--- src/design/lwf_pkg.sv ---
`default_nettype none
// ----------------------------------------------------------------------------
// lwf_pkg
// Shared types and constants of the lookahead waypoint follower: register
// indexes, controller states, datapath commands and fixed-point constants.
// ----------------------------------------------------------------------------
package lwf_pkg;

	localparam int MAX_WAYPOINTS_DEF = 16;

	localparam int CFG_W      = 31;
	localparam int REG_IDX_W  = 3;
	localparam int COUNT_W    = 5;
	localparam int SLOT_W     = 4;
	localparam int IDX_PORT_W = 4;
	localparam int COORD_W    = 32;
	localparam int QUAT_W     = 16;
	localparam int CNT_W      = 6;
	localparam int JOB_W      = 3;

	localparam int SQ_STEPS    = 4;
	localparam int SQRT_STEPS  = 34;
	localparam int DIV_STEPS   = 32;
	localparam int SCALE_JOBS  = 6;
	localparam int QUAT_JOBS   = 2;
	localparam int AXES        = 3;
	localparam int QUAT_FRAC   = 27;

	localparam logic [CFG_W-1:0]   ACCEPT_RESET    = 31'd32768;
	localparam logic [CFG_W-1:0]   LOOKAHEAD_RESET = 31'd98304;
	localparam logic [CFG_W-1:0]   CRUISE_RESET    = 31'd65536;
	localparam logic               HOLD_RESET      = 1'b1;
	localparam logic [COUNT_W-1:0] COUNT_RESET     = 5'd1;
	localparam logic [QUAT_W-1:0]  Q_ONE           = 16'd16384;

	typedef enum logic [REG_IDX_W-1:0] {
		REG_ACCEPT_RADIUS = 3'd0,
		REG_LOOKAHEAD     = 3'd1,
		REG_CRUISE_SPEED  = 3'd2,
		REG_HOLD_AT_END   = 3'd3,
		REG_WAYPOINT_CNT  = 3'd4
	} reg_idx_t;

	typedef enum logic [4:0] {
		CMD_NONE,
		CMD_STORE_WP,
		CMD_TAKE_POS,
		CMD_CLAMP,
		CMD_DIFF,
		CMD_SQ_D,
		CMD_SQ_AB,
		CMD_RT_ACC,
		CMD_RT_QUO,
		CMD_RT_STEP,
		CMD_CHECK,
		CMD_ZERO,
		CMD_SMUL,
		CMD_SDLOAD,
		CMD_DIV_STEP,
		CMD_SSTORE,
		CMD_AB,
		CMD_RSTORE,
		CMD_QDEFAULT,
		CMD_QDLOAD,
		CMD_QSTORE,
		CMD_EMIT
	} cmd_op_t;

	typedef enum logic [4:0] {
		ST_IDLE,
		ST_CLAMP,
		ST_DIFF,
		ST_SQ_D,
		ST_RTLD_D,
		ST_RT_D,
		ST_CHECK,
		ST_ZERO,
		ST_SMUL,
		ST_SDLOAD,
		ST_SDIV,
		ST_SSTORE,
		ST_AB,
		ST_SQ_AB,
		ST_RTLD_AB,
		ST_RT_AB,
		ST_RSTORE,
		ST_QDEF,
		ST_QDLOAD,
		ST_QDIV,
		ST_QRTLD,
		ST_QRT,
		ST_QSTORE,
		ST_EMIT
	} ctrl_state_t;

	typedef struct packed {
		cmd_op_t          op;
		logic [CNT_W-1:0] cnt;
		logic [JOB_W-1:0] job;
	} cmd_t;

	typedef struct packed {
		logic drop;
		logic root_zero;
	} status_t;

	function automatic logic [31:0] mag33(input logic signed [32:0] v);
		logic signed [32:0] n;
		n = -v;
		return v[32] ? n[31:0] : v[31:0];
	endfunction

endpackage
`default_nettype wire

--- src/design/lwf_ctrl.sv ---
`default_nettype none
// ----------------------------------------------------------------------------
// lwf_ctrl
// Sequencer of the follower: walks one tick through distance, scaling and
// heading steps, one datapath command per cycle, stalling on a full output.
// ----------------------------------------------------------------------------
module lwf_ctrl (
	input  wire logic             clk,
	input  wire logic             arst_n,
	input  wire logic             in_valid,
	output logic                  in_ready,
	input  wire logic             operation,
	output logic                  out_valid,
	input  wire logic             out_ready,
	input  wire lwf_pkg::status_t status,
	output lwf_pkg::cmd_t         cmd
);

	lwf_pkg::ctrl_state_t state_q, state_d;
	logic [lwf_pkg::CNT_W-1:0] cnt_q, cnt_d;
	logic [lwf_pkg::JOB_W-1:0] job_q, job_d;
	logic out_valid_q;
	logic emit;
	logic cnt_sq_last, cnt_rt_last, cnt_div_last;

	assign cnt_sq_last  = (cnt_q == lwf_pkg::CNT_W'(lwf_pkg::SQ_STEPS - 1));
	assign cnt_rt_last  = (cnt_q == lwf_pkg::CNT_W'(lwf_pkg::SQRT_STEPS - 1));
	assign cnt_div_last = (cnt_q == lwf_pkg::CNT_W'(lwf_pkg::DIV_STEPS - 1));
	assign out_valid    = out_valid_q;

	always_ff @(posedge clk or negedge arst_n) begin
		if (!arst_n) begin
			state_q     <= lwf_pkg::ST_IDLE;
			cnt_q       <= '0;
			job_q       <= '0;
			out_valid_q <= 1'b0;
		end else begin
			state_q <= state_d;
			cnt_q   <= cnt_d;
			job_q   <= job_d;
			if (emit) begin
				out_valid_q <= 1'b1;
			end else if (out_ready) begin
				out_valid_q <= 1'b0;
			end
		end
	end

	always_comb begin
		state_d  = state_q;
		cnt_d    = '0;
		job_d    = job_q;
		cmd.op   = lwf_pkg::CMD_NONE;
		cmd.cnt  = cnt_q;
		cmd.job  = job_q;
		in_ready = 1'b0;
		emit     = 1'b0;
		unique case (state_q)
			lwf_pkg::ST_IDLE: begin
				in_ready = 1'b1;
				if (in_valid) begin
					if (operation) begin
						cmd.op  = lwf_pkg::CMD_TAKE_POS;
						state_d = lwf_pkg::ST_CLAMP;
					end else begin
						cmd.op = lwf_pkg::CMD_STORE_WP;
					end
				end
			end
			lwf_pkg::ST_CLAMP: begin
				cmd.op  = lwf_pkg::CMD_CLAMP;
				state_d = lwf_pkg::ST_DIFF;
			end
			lwf_pkg::ST_DIFF: begin
				cmd.op  = lwf_pkg::CMD_DIFF;
				state_d = lwf_pkg::ST_SQ_D;
			end
			lwf_pkg::ST_SQ_D: begin
				cmd.op = lwf_pkg::CMD_SQ_D;
				if (cnt_sq_last) state_d = lwf_pkg::ST_RTLD_D;
				else cnt_d = cnt_q + 1'b1;
			end
			lwf_pkg::ST_RTLD_D: begin
				cmd.op  = lwf_pkg::CMD_RT_ACC;
				state_d = lwf_pkg::ST_RT_D;
			end
			lwf_pkg::ST_RT_D: begin
				cmd.op = lwf_pkg::CMD_RT_STEP;
				if (cnt_rt_last) state_d = lwf_pkg::ST_CHECK;
				else cnt_d = cnt_q + 1'b1;
			end
			lwf_pkg::ST_CHECK: begin
				cmd.op = lwf_pkg::CMD_CHECK;
				job_d  = '0;
				if (status.drop) state_d = lwf_pkg::ST_IDLE;
				else if (status.root_zero) state_d = lwf_pkg::ST_ZERO;
				else state_d = lwf_pkg::ST_SMUL;
			end
			lwf_pkg::ST_ZERO: begin
				cmd.op  = lwf_pkg::CMD_ZERO;
				state_d = lwf_pkg::ST_AB;
			end
			lwf_pkg::ST_SMUL: begin
				cmd.op  = lwf_pkg::CMD_SMUL;
				state_d = lwf_pkg::ST_SDLOAD;
			end
			lwf_pkg::ST_SDLOAD: begin
				cmd.op  = lwf_pkg::CMD_SDLOAD;
				state_d = lwf_pkg::ST_SDIV;
			end
			lwf_pkg::ST_SDIV: begin
				cmd.op = lwf_pkg::CMD_DIV_STEP;
				if (cnt_div_last) state_d = lwf_pkg::ST_SSTORE;
				else cnt_d = cnt_q + 1'b1;
			end
			lwf_pkg::ST_SSTORE: begin
				cmd.op = lwf_pkg::CMD_SSTORE;
				if (job_q == lwf_pkg::JOB_W'(lwf_pkg::SCALE_JOBS - 1)) begin
					state_d = lwf_pkg::ST_AB;
				end else begin
					job_d   = job_q + 1'b1;
					state_d = lwf_pkg::ST_SMUL;
				end
			end
			lwf_pkg::ST_AB: begin
				cmd.op  = lwf_pkg::CMD_AB;
				state_d = lwf_pkg::ST_SQ_AB;
			end
			lwf_pkg::ST_SQ_AB: begin
				cmd.op = lwf_pkg::CMD_SQ_AB;
				if (cnt_sq_last) state_d = lwf_pkg::ST_RTLD_AB;
				else cnt_d = cnt_q + 1'b1;
			end
			lwf_pkg::ST_RTLD_AB: begin
				cmd.op  = lwf_pkg::CMD_RT_ACC;
				state_d = lwf_pkg::ST_RT_AB;
			end
			lwf_pkg::ST_RT_AB: begin
				cmd.op = lwf_pkg::CMD_RT_STEP;
				if (cnt_rt_last) state_d = lwf_pkg::ST_RSTORE;
				else cnt_d = cnt_q + 1'b1;
			end
			lwf_pkg::ST_RSTORE: begin
				cmd.op = lwf_pkg::CMD_RSTORE;
				job_d  = '0;
				if (status.root_zero) state_d = lwf_pkg::ST_QDEF;
				else state_d = lwf_pkg::ST_QDLOAD;
			end
			lwf_pkg::ST_QDEF: begin
				cmd.op  = lwf_pkg::CMD_QDEFAULT;
				state_d = lwf_pkg::ST_EMIT;
			end
			lwf_pkg::ST_QDLOAD: begin
				cmd.op  = lwf_pkg::CMD_QDLOAD;
				state_d = lwf_pkg::ST_QDIV;
			end
			lwf_pkg::ST_QDIV: begin
				cmd.op = lwf_pkg::CMD_DIV_STEP;
				if (cnt_div_last) state_d = lwf_pkg::ST_QRTLD;
				else cnt_d = cnt_q + 1'b1;
			end
			lwf_pkg::ST_QRTLD: begin
				cmd.op  = lwf_pkg::CMD_RT_QUO;
				state_d = lwf_pkg::ST_QRT;
			end
			lwf_pkg::ST_QRT: begin
				cmd.op = lwf_pkg::CMD_RT_STEP;
				if (cnt_rt_last) state_d = lwf_pkg::ST_QSTORE;
				else cnt_d = cnt_q + 1'b1;
			end
			lwf_pkg::ST_QSTORE: begin
				cmd.op = lwf_pkg::CMD_QSTORE;
				if (job_q == lwf_pkg::JOB_W'(lwf_pkg::QUAT_JOBS - 1)) begin
					state_d = lwf_pkg::ST_EMIT;
				end else begin
					job_d   = job_q + 1'b1;
					state_d = lwf_pkg::ST_QDLOAD;
				end
			end
			lwf_pkg::ST_EMIT: begin
				// wait for the output register to drain
				if (!out_valid_q || out_ready) begin
					cmd.op  = lwf_pkg::CMD_EMIT;
					emit    = 1'b1;
					state_d = lwf_pkg::ST_IDLE;
				end
			end
			default: begin
				state_d = lwf_pkg::ST_IDLE;
			end
		endcase
	end

endmodule
`default_nettype wire

--- config.mk ---
export PLATFORM = sky130hd
export DESIGN_NAME = lwf_ctrl
export DESIGN_NICKNAME = d
export VERILOG_FILES = /design/src/design/lwf_pkg.sv /design/src/design/lwf_ctrl.sv
export SDC_FILE = /design/constraint.sdc
export NUM_CORES = 1
export LEC_CHECK = 0
export BUFFER_PORTS_ARGS = -buffer_cell sky130_fd_sc_hd__buf_2
export CAP_MARGIN = 20
export CORE_MARGIN = 1.5
export CORE_UTILIZATION = 35
export DETAILED_ROUTE_END_ITERATION = 8
export PLACE_DENSITY_LB_ADDON = 0.15
export SLEW_MARGIN = 10
export SYNTH_ARGS = -nofsm -noshare
export SYNTH_HDL_FRONTEND = slang
export SYNTH_SLANG_ARGS = --single-unit
--- constraint.sdc ---
create_clock -name clk -period 5.3 [get_ports clk]
set_input_delay 0 -clock clk [delete_from_list [all_inputs] [get_ports clk]]
set_output_delay 0 -clock clk [all_outputs]
set_load 0.02 [all_outputs]
==> results of run 1 <==
[worst register-to-register path, cell delays in order (launching register included)]
cell and delay [ns]:
dfrtp_1 1.01, and3b_1 0.31, o21bai_4 0.18, o22ai_4 0.11, nor3_4 0.27, mux2_1 0.36
[area by class of cell]
cell class | instances | area share
multi-input combinational | 151 | 0.616
sequential | 15 | 0.223
timing repair buffer | 24 | 0.0877
tap | 50 | 0.0371
clock buffer | 3 | 0.0245
inverter | 4 | 0.00892
clock inverter | 1 | 0.00297
[logic make-up (layout without fill, tap and decap cells)]
family / Yosys count / in the layout / share of synthesized area
compound gates: 52 / 52 / 0.260
simple gates: 88 / 88 / 0.335
buf+inv: 21 / 32 / 0.0851
xor+xnor: 4 / 4 / 0.0227
fa+ha+maj: 4 / 4 / 0.0324
mux: 3 / 3 / 0.0211
flops: 15 / 15 / 0.243
[metrics by stage]
stage          utilization  instances  hold WS (ns)  power (W)
3_5_place_dp         0.389        242       -0.0606   0.000960
6_report             0.409        248         0.156    0.00108
4_1_cts              0.403        247         0.159    0.00106
5_1_grt              0.409        248         0.182    0.00118
2_1_floorplan            -        187        -0.296   0.000861
3_3_place_gp         0.389        242       -0.0733   0.000944
[cell usage in the layout (no fill, tap or decap), types with 2 or more instances in the layout]
cell type,netlist,routed
and3b_1,4,4
o21ai_0,9,9
xor2_1,2,2
o41a_1,2,2
o22ai_1,2,2
nor3_1,3,3
a21o_1,3,3
nor3b_1,6,6
and3_1,2,2
mux2_1,2,2
ha_1,4,4
inv_1,4,4
nand2_1,20,20
a21boi_0,2,2
clkbuf_8,0,3
o31ai_1,2,2
dfrtp_1,15,15
nand2b_1,8,8
a21oi_1,10,10
a211oi_1,2,2
nor2_1,18,18
nand3b_1,2,2
nand3_1,4,4
xnor2_1,2,2
a31oi_1,5,5
buf_2,6,22
nor2b_1,7,7
nor4_1,3,3
[per-layer routing]
| layer | track usage | wire [um] | up-vias |
|---|---|---|---|
| li1 | - | - | 697 |
| met1 | 0.222 | 1820 | 669 |
| met2 | 0.215 | 1620 | 33 |
| met3 | 0.0349 | 135 | 2 |
| met4 | 0.0131 | 8 | 0 |
| met5 | 0 | 0 | - |
[worst max-delay path by stage]
stage | cells after the start | startpoint | endpoint | slack [ns]
finish | 5 | state_q[4]$_DFFE_PN0P_ | state_q[0]$_DFFE_PN0P_ | 2.94
global placement | 5 | state_q[3]$_DFFE_PN0P_ | state_q[0]$_DFFE_PN0P_ | 3.00
floorplan | 6 | cnt_q[0]$_DFF_PN0_ | state_q[0]$_DFFE_PN0P_ | 3.43
global route | 5 | state_q[4]$_DFFE_PN0P_ | state_q[0]$_DFFE_PN0P_ | 2.80
detailed placement | 5 | state_q[3]$_DFFE_PN0P_ | state_q[0]$_DFFE_PN0P_ | 2.94
CTS | 5 | state_q[3]$_DFFE_PN0P_ | state_q[0]$_DFFE_PN0P_ | 2.89
[registers in the layout, summed over array words and instances, names as in the netlist]
signal	cells
cnt_q	6
job_q	3
out_valid	1
state_q	5
[power groups by stage]
stage          registers (W)  clock network, W  logic [W]
6_report            0.000314         0.0000975   0.000674
5_1_grt             0.000335          0.000107   0.000739
4_1_cts             0.000338         0.0000992   0.000628
3_5_place_dp        0.000339                 0   0.000622
3_3_place_gp        0.000331                 0   0.000613
2_1_floorplan       0.000201                 0   0.000660
[timing repair]
action / in CTS / in global routing
buffers inserted: 0 / 0
hold buffers: 1 / 0
hold endpoints to repair: 15 / 0
==> impl_metrics.tcl, run 1 <==
set metrics [dict create \
    cts_max_level 1 \
    status "finished clean" \
    die_area_mm2 0.00482 \
    wl_per_cell_um 14.5 \
    stdcell_area_mm2 0.00168 \
    die_h_um 69.4 \
    r2r_cells 5 \
    rr_endpoint "state_q[0]$_DFFE_PN0P_" \
    slew_violations 0 \
    setup_tns_ns 0 \
    relSlewSlack 0.315 \
    synth_sequential_area_ratio 0.243 \
    path_delay_family "flip-flops" \
    max_cap_violations 0 \
    drive_above_1_share 0.202 \
    regArea_um2 375 \
    critPathKind "reg -> reg" \
    reg2reg_slack_ns 2.94 \
    crit_fanout 33 \
    holdPathEnd "out_valid$_DFFE_PN0P_" \
    p_clk_frac 0.090 \
    min_from "out_ready" \
    crit_path_start_kind "register" \
    cts_resized 0 \
    synth_ff_type "dfrtp_1" \
    worstMarginPinSlew_ns 1.03 \
    yosysTopAreaCellShare 0.243 \
    grt_pass1_wl_mm 5.87 \
    clk_pin_slew_worst_paths_ns 0.07 \
    numCtsBuffers 3 \
    dpl_cell_area_mm2 0.00160 \
    period_needed_ns 2.36 \
    synth.most_common_cell "nand2_1" \
    rsz0062_at_grt "false" \
    ys_ff_latch 15 \
    combinationalPowerShare 0.621 \
    fin_ws_ns 2.94 \
    tritoncts "yes" \
    die_x_um 69.4 \
    hold_path_class "in -> reg" \
    drtPass1Iterations 4 \
    r2r-start "state_q[4]$_DFFE_PN0P_" \
    synth_area_leaders "dfrtp_1 24%, nand2_1 4.9%, nor2_1 4.4%" \
    portBuffers 22 \
    drt_iter0_drc 79 \
    grt.overflow.total 0 \
    netlist_area_mm2 0.00154 \
    cts_root_buffer "clkbuf_8" \
    rows 23 \
    synth_nets 198 \
    synth_edf_count 0 \
    crit_chain "and3b_1 -> o21bai_4 -> o22ai_4 -> nor3_4 -> mux2_1" \
    power.internal_w 0.000513 \
    min_period_over_period 0.445 \
    clock_sinks 15 \
    ir_drop_v 0.000266 \
    ioPinCount 23 \
    num_vias 1401 \
    cp.arrival_ns 2.48 \
    leakagePower_nw 0.720 \
    area_growth_pct 9.08 \
    worstPathRequired_ns 5.43 \
    finalHoldViolCount 0 \
    antenna_found_initial 0 \
    grt_pass1_vias 1179 \
    pwr-share-seq 0.289 \
    ys_top_cells_by_count "20 x nand2_1, 18 x nor2_1, 15 x dfrtp_1, 10 x a21oi_1, 9 x o21ai_0" \
    fp.coreArea_mm2 0.00412 \
    dp_hpwl_mm 2.38 \
    fill_cells 442 \
    finish.net_count 210 \
    dp_slack_ns 2.94 \
    swShare 0.527 \
    postRouteAntennaNets 0 \
    setup_viol 0 \
    hold_depth 3 \
    yosysWarnings 0 \
    synth_cell_types 57 \
    synth_cells 187 \
    syn_area_per_cell_um2 8.26 \
    drc_errors 0 \
    cp_num_buf_inv 0 \
    crit_slowest_cell "dfrtp_1" \
    worstSkewPairLatency_ns 0.26 \
    gp_congestion 0.771 \
    start_util 0.375 \
    cp_slowest_stage_delay_ns 1.01 \
    yosysTopAreaCell "dfrtp_1" \
    finalWirelength_mm 3.59 \
    multi_input_area_mm2 0.00104 \
    skew_ns 0.0115 \
    synthArstFlopShare 1.00 \
    switchingPower_w 0.000572 \
    viasPerCell 5.65 \
    diodes 0 \
    grt_use_total 0.145 \
    clockBufferDepth 2 \
    max_freq_mhz 424 \
    grt_max_degree 38 \
    end_kind "register" \
    power.density_mw_per_mm2 644 \
]
(Power assumes the default switching activity.)
==> run 2, diff against run 1 <==
Clock period 5.3 ns to 1.9 ns, I/O delays scaled along.
==> run 2 against run 1 <==
Net effect:
- power rose to 2.9 times the previous value
- hold slack worse by 0.017 ns
- sequential share of layout area fell by 1.0 points
- wire length up 2.6%
- first-iteration DRC count is 15% higher
- design area increased by 6.1%
- core utilization grew 2.5 points
- combinational power grew to 3.4 times the previous value
==> impl_metrics.tcl, run 2 (same netlist as run 1, synthesis figures left out) <==
set metrics [dict create \
    slew_violations 0 \
    cp_slowest_stage_delay_ns 0.52 \
    die_area_mm2 0.00482 \
    drc_errors 0 \
    gp_congestion 0.795 \
    hold_path_class "in -> reg" \
    cts_root_buffer "clkbuf_8" \
    tritoncts "yes" \
    period_needed_ns 1.80 \
    cp.arrival_ns 1.80 \
    finalWirelength_mm 3.68 \
    worstPathRequired_ns 1.90 \
    worstSkewPairLatency_ns 0.25 \
    worstMarginPinSlew_ns 0.371 \
    max_cap_violations 0 \
    rows 23 \
    num_vias 1444 \
    largest_reg_flops 6 \
    final_common_cell "buf_2" \
    crit_fanout 14 \
    crit_path_start_kind "register" \
    clk_pin_slew_worst_paths_ns 0.06 \
    finish.net_count 223 \
    max_flop_register "cnt_q" \
    start_util 0.375 \
    fp.coreArea_mm2 0.00412 \
    relSlewSlack 0.752 \
    fill_cells 422 \
    die_h_um 69.4 \
    stdcell_area_mm2 0.00179 \
    grt.overflow.total 0 \
    ir_drop_v 0.000778 \
    postRouteAntennaNets 0 \
    cp-endpoint "cmd[9]" \
    skew_ns 0.00389 \
    reg_top3 "cnt_q: 6 flops, state_q: 5 flops, job_q: 3 flops" \
    die_x_um 69.4 \
    setup_viol 0 \
    grt_max_degree 27 \
    utilization 0.434 \
    clockBufferDepth 2 \
    r2r-start "cnt_q[1]$_DFF_PN0_" \
    min_period_over_period 0.945 \
    finalHoldViolCount 0 \
    wl_per_cell_um 14.1 \
    grt_pass1_wl_mm 6.19 \
    crit_slowest_cell "dfrtp_2" \
    drt_iter0_drc 91 \
    rr_endpoint "state_q[1]$_DFFE_PN0P_" \
    crit_chain "buf_4 -> nor2b_1 -> or2_1 -> nor3b_1 -> o21ai_0 -> nand2_1 -> buf_2" \
    drive_above_1_share 0.270 \
    end_kind "primary output" \
    diodes 0 \
    clock_sinks 15 \
    dp_hpwl_mm 2.79 \
    portBuffers 22 \
    max_freq_mhz 557 \
    area_growth_pct 15.7 \
    drtPass1Iterations 4 \
    viasPerCell 5.53 \
    cts_max_level 1 \
    dpl_cell_area_mm2 0.00171 \
    power.density_mw_per_mm2 1790 \
    setup_tns_ns 0 \
    grt_pass1_vias 1294 \
    r2r_cells 6 \
    grt_use_total 0.154 \
    status "finished clean" \
    antenna_found_initial 0 \
    critPathKind "reg -> out" \
    reg2reg_slack_ns 0.12 \
    final_cell_mix "22 x buf_2, 20 x nand2_1, 18 x nor2_1" \
    critPathLaunch "state_q[2]$_DFFE_PN0P_" \
    ioPinCount 23 \
    numCtsBuffers 3 \
    leakagePower_nw 0.775 \
]
-- run 2: cell types whose count changed in the layout (fill, tap and decap cells not counted), moves of 2 or more --
cell / previous run / this run
buf_4: 0 / 11
buf_6: 0 / 2
dfrtp_1: 15 / 11
dfrtp_2: 0 / 4
-- run 2: per-stage QoR --
stage	power, W	worst slack (ns)	hold WS, ns	instances
floorplan	0.00240	0.0339	-0.296	187
global placement	0.00285	0.0834	-0.0723	256
detailed placement	0.00289	0.0260	-0.0596	256
CTS	0.00318	0.0127	0.137	261
global route	0.00350	-0.000443	0.163	261
finish	0.00320	0.104	0.139	261
-- run 2: critical path, delay by kind of cell (launching register included) --
| kind | cells | cell delay, ns |
|---|---|---|
| buf+inv | 2 | 0.38 |
| compound gates | 1 | 0.09 |
| simple gates | 4 | 0.55 |
| flops | 1 | 0.52 |
-- run 2: worst min-delay path by stage --
stage                   start                      to  slack [ns]  cells past startpoint
detailed placement     arst_n   out_valid$_DFFE_PN0P_       -0.06                      1
floorplan              arst_n      cnt_q[0]$_DFF_PN0_       -0.30                      0
finish              out_ready   out_valid$_DFFE_PN0P_        0.14                      3
CTS                 out_ready   out_valid$_DFFE_PN0P_        0.14                      3
global placement       arst_n   out_valid$_DFFE_PN0P_       -0.07                      1
global route        status[0]  state_q[0]$_DFFE_PN0P_        0.16                      4
-- run 2: power by group --
group | total [W] | switching [W] | internal [W]
Combinational | 0.00230 | 0.00130 | 0.00100
Sequential | 0.000637 | 0.000205 | 0.000432
Clock | 0.000259 | 0.000111 | 0.000148
Total | 0.00320 | 0.00161 | 0.00158
-- run 2: repair_timing --
action	in CTS	in global routing
pin swaps	0	0
gates resized for setup	3	7
hold buffers	1	0
setup endpoints to repair	2	8
endpoints found under the hold margin	15	0
setup buffers	0	0
-- run 2: area by class of cell --
cell class / count / area (um^2) / share of cell area
repair buffers: 37 / 240 / 0.134
clock buffers: 4 / 45.0 / 0.0252
multi-input cells: 151 / 1040 / 0.584
flip-flops and latches: 15 / 380 / 0.213
inverters: 4 / 15.0 / 0.00840
well taps: 50 / 62.6 / 0.0350
-- run 2: per-layer routing --
metal | up-vias | wire length, um | GRT usage
met5 | - | 0 | 0
met4 | 0 | 8 | 0.0196
met3 | 2 | 121 | 0.0334
met2 | 26 | 1790 | 0.244
met1 | 697 | 1760 | 0.221
li1 | 719 | - | -
==> run 3, diff against run 2 <==
Settings changed: BUFFER_PORTS_ARGS -buffer_cell sky130_fd_sc_hd__buf_2 to -buffer_cell sky130_fd_sc_hd__clkbuf_2.
==> run 3 against run 2 <==
Net effect:
- clock power is 2% higher
- register-to-register slack worse by 0.05 ns
- non-clock buffer count is 10 higher
- clock skew is 0.0059 ns higher
- sequential power is 3% lower
- critical path type is now reg -> reg
==> impl_metrics.tcl, run 3 (same netlist as run 1, synthesis figures left out) <==
set metrics [dict create \
    status "finished clean" \
    wl_per_cell_um 14.1 \
    drt_iter0_drc 107 \
    numCtsBuffers 3 \
    area_growth_pct 21.8 \
    reg2reg_slack_ns 0.07 \
    cts_root_buffer "clkbuf_8" \
    postRouteAntennaNets 0 \
    power.density_mw_per_mm2 1860 \
    ir_drop_v 0.000520 \
    stdcell_area_mm2 0.00188 \
    critPathKind "reg -> reg" \
    crit_chain "buf_4 -> and3b_1 -> o21ai_4 -> o22ai_4 -> nor3_4 -> mux2_4" \
    portBuffers 22 \
    dp_hpwl_mm 2.85 \
    max_cap_violations 0 \
    antenna_found_initial 0 \
    relSlewSlack 0.734 \
    die_h_um 69.4 \
    holdPathEnd "out_valid$_DFFE_PN0P_" \
    grt_pass1_wl_mm 6.29 \
    fill_cells 414 \
    grt.overflow.total 0 \
    max_freq_mhz 546 \
    drtPass1Iterations 4 \
    num_vias 1470 \
    crit_fanout 5 \
    finish.net_count 233 \
    ioPinCount 23 \
    diodes 0 \
    worstSkewPairLatency_ns 0.25 \
    viasPerCell 5.42 \
    grt_max_degree 18 \
    slew_violations 0 \
    crit_path_start_kind "register" \
    cp.arrival_ns 1.96 \
    use_met2 0.252 \
    grt_use_total 0.156 \
    period_needed_ns 1.83 \
    max_flop_register "cnt_q" \
    r2r-start "state_q[3]$_DFFE_PN0P_" \
    largest_reg_flops 6 \
    met3_usage 0.0334 \
    drc_errors 0 \
    hold_depth 3 \
    die_area_mm2 0.00482 \
    final_cell_mix "23 x buf_4, 20 x nand2_1, 20 x clkbuf_2" \
    gp_congestion 0.858 \
    fp.coreArea_mm2 0.00412 \
    dpl_cell_area_mm2 0.00174 \
    rr_endpoint "state_q[0]$_DFFE_PN0P_" \
    reg_top3 "cnt_q: 6 flops, state_q: 5 flops, job_q: 3 flops" \
    hold_path_class "in -> reg" \
    rows 23 \
    rsz0062_at_grt "false" \
    power_w 0.00350 \
    worstPathRequired_ns 2.03 \
    setup_viol 0 \
    end_kind "register" \
    grt_pass1_vias 1339 \
    grt-busiest-layer "met2" \
    finalWirelength_mm 3.83 \
    cp_slowest_stage_delay_ns 0.44 \
    met1_usage 0.220 \
    r2r_cells 6 \
    skew_ns 0.00982 \
    finalHoldViolCount 0 \
    clock_sinks 15 \
    clk_pin_slew_worst_paths_ns 0.07 \
    clockBufferDepth 2 \
    setup_tns_ns 0 \
    drive_above_1_share 0.330 \
    cts_max_level 1 \
    holdWs_ns 0.151 \
    leakagePower_nw 0.836 \
    worstMarginPinSlew_ns 0.398 \
    min_from "out_ready" \
    final_common_cell "buf_4" \
    tritoncts "yes" \
    die_x_um 69.4 \
    start_util 0.375 \
    crit_slowest_cell "dfrtp_2" \
    min_period_over_period 0.963 \
]
## run 3: cell types whose count changed in the layout (fill, tap and decap cells not counted), moves of 2 or more
cell      change
buf_2        -21
buf_4        +12
clkbuf_2     +20
mux2_1        -2
mux2_4        +2
## run 3: cell type report
| type | instances | area [um^2] | share of cell area |
|---|---|---|---|
| multi-input combinational | 151 | 1060 | 0.566 |
| sequential | 15 | 382 | 0.203 |
| tap | 50 | 62.6 | 0.0333 |
| clock buffer | 3 | 41.3 | 0.0220 |
| inverter | 4 | 15.0 | 0.00798 |
| timing repair buffer | 47 | 310 | 0.165 |
| clock inverter | 1 | 5.00 | 0.00266 |
## run 3: critical path: cells and delay by family (launching register included)
kind            cells  cell delay [ns]
buf+inv             1             0.16
simple gates        2             0.49
mux                 1             0.33
flops               1             0.44
compound gates      2             0.29
## run 3: how the worst max path moves through the flow
stage | end | startpoint | slack [ns] | depth (start not counted)
floorplan | state_q[0]$_DFFE_PN0P_ | cnt_q[0]$_DFF_PN0_ | 0.03 | 6
detailed placement | state_q[1]$_DFFE_PN0P_ | state_q[2]$_DFFE_PN0P_ | 0.02 | 6
finish | state_q[0]$_DFFE_PN0P_ | state_q[3]$_DFFE_PN0P_ | 0.07 | 6
global placement | state_q[0]$_DFFE_PN0P_ | cnt_q[1]$_DFF_PN0_ | 0.08 | 6
CTS | cmd[9] | state_q[2]$_DFFE_PN0P_ | 0.03 | 7
global route | state_q[0]$_DFFE_PN0P_ | state_q[3]$_DFFE_PN0P_ | 0.004 | 6
## run 3: timing repair
item	CTS	global route
endpoints found under the setup margin	3	6
pin swaps	0	1
resized for setup	4	14
hold buffers	1	0
buffers inserted	3	2
cloned	0	0
endpoints found under the hold margin	15	0
## run 3: where the power goes
part / switching [W] / internal, W
Combinational: 0.00141 / 0.00120
Sequential: 0.000185 / 0.000434
Clock: 0.000119 / 0.000145
## run 3: per-layer routing
| metal | vias to the layer above | wire [um] |
|---|---|---|
| met2 | 42 | 1760 |
| met1 | 690 | 1890 |
| met3 | 2 | 163 |
| li1 | 736 | - |
| met5 | - | 0 |
| met4 | 0 | 19 |
## run 3: stage by stage
stage	setup WS [ns]	cells	utilization
floorplan	0.0339	187	-
global placement	0.0752	261	0.424
detailed placement	0.0196	261	0.424
CTS	0.0258	269	0.445
global route	0.00365	271	0.457
finish	0.0698	271	0.457
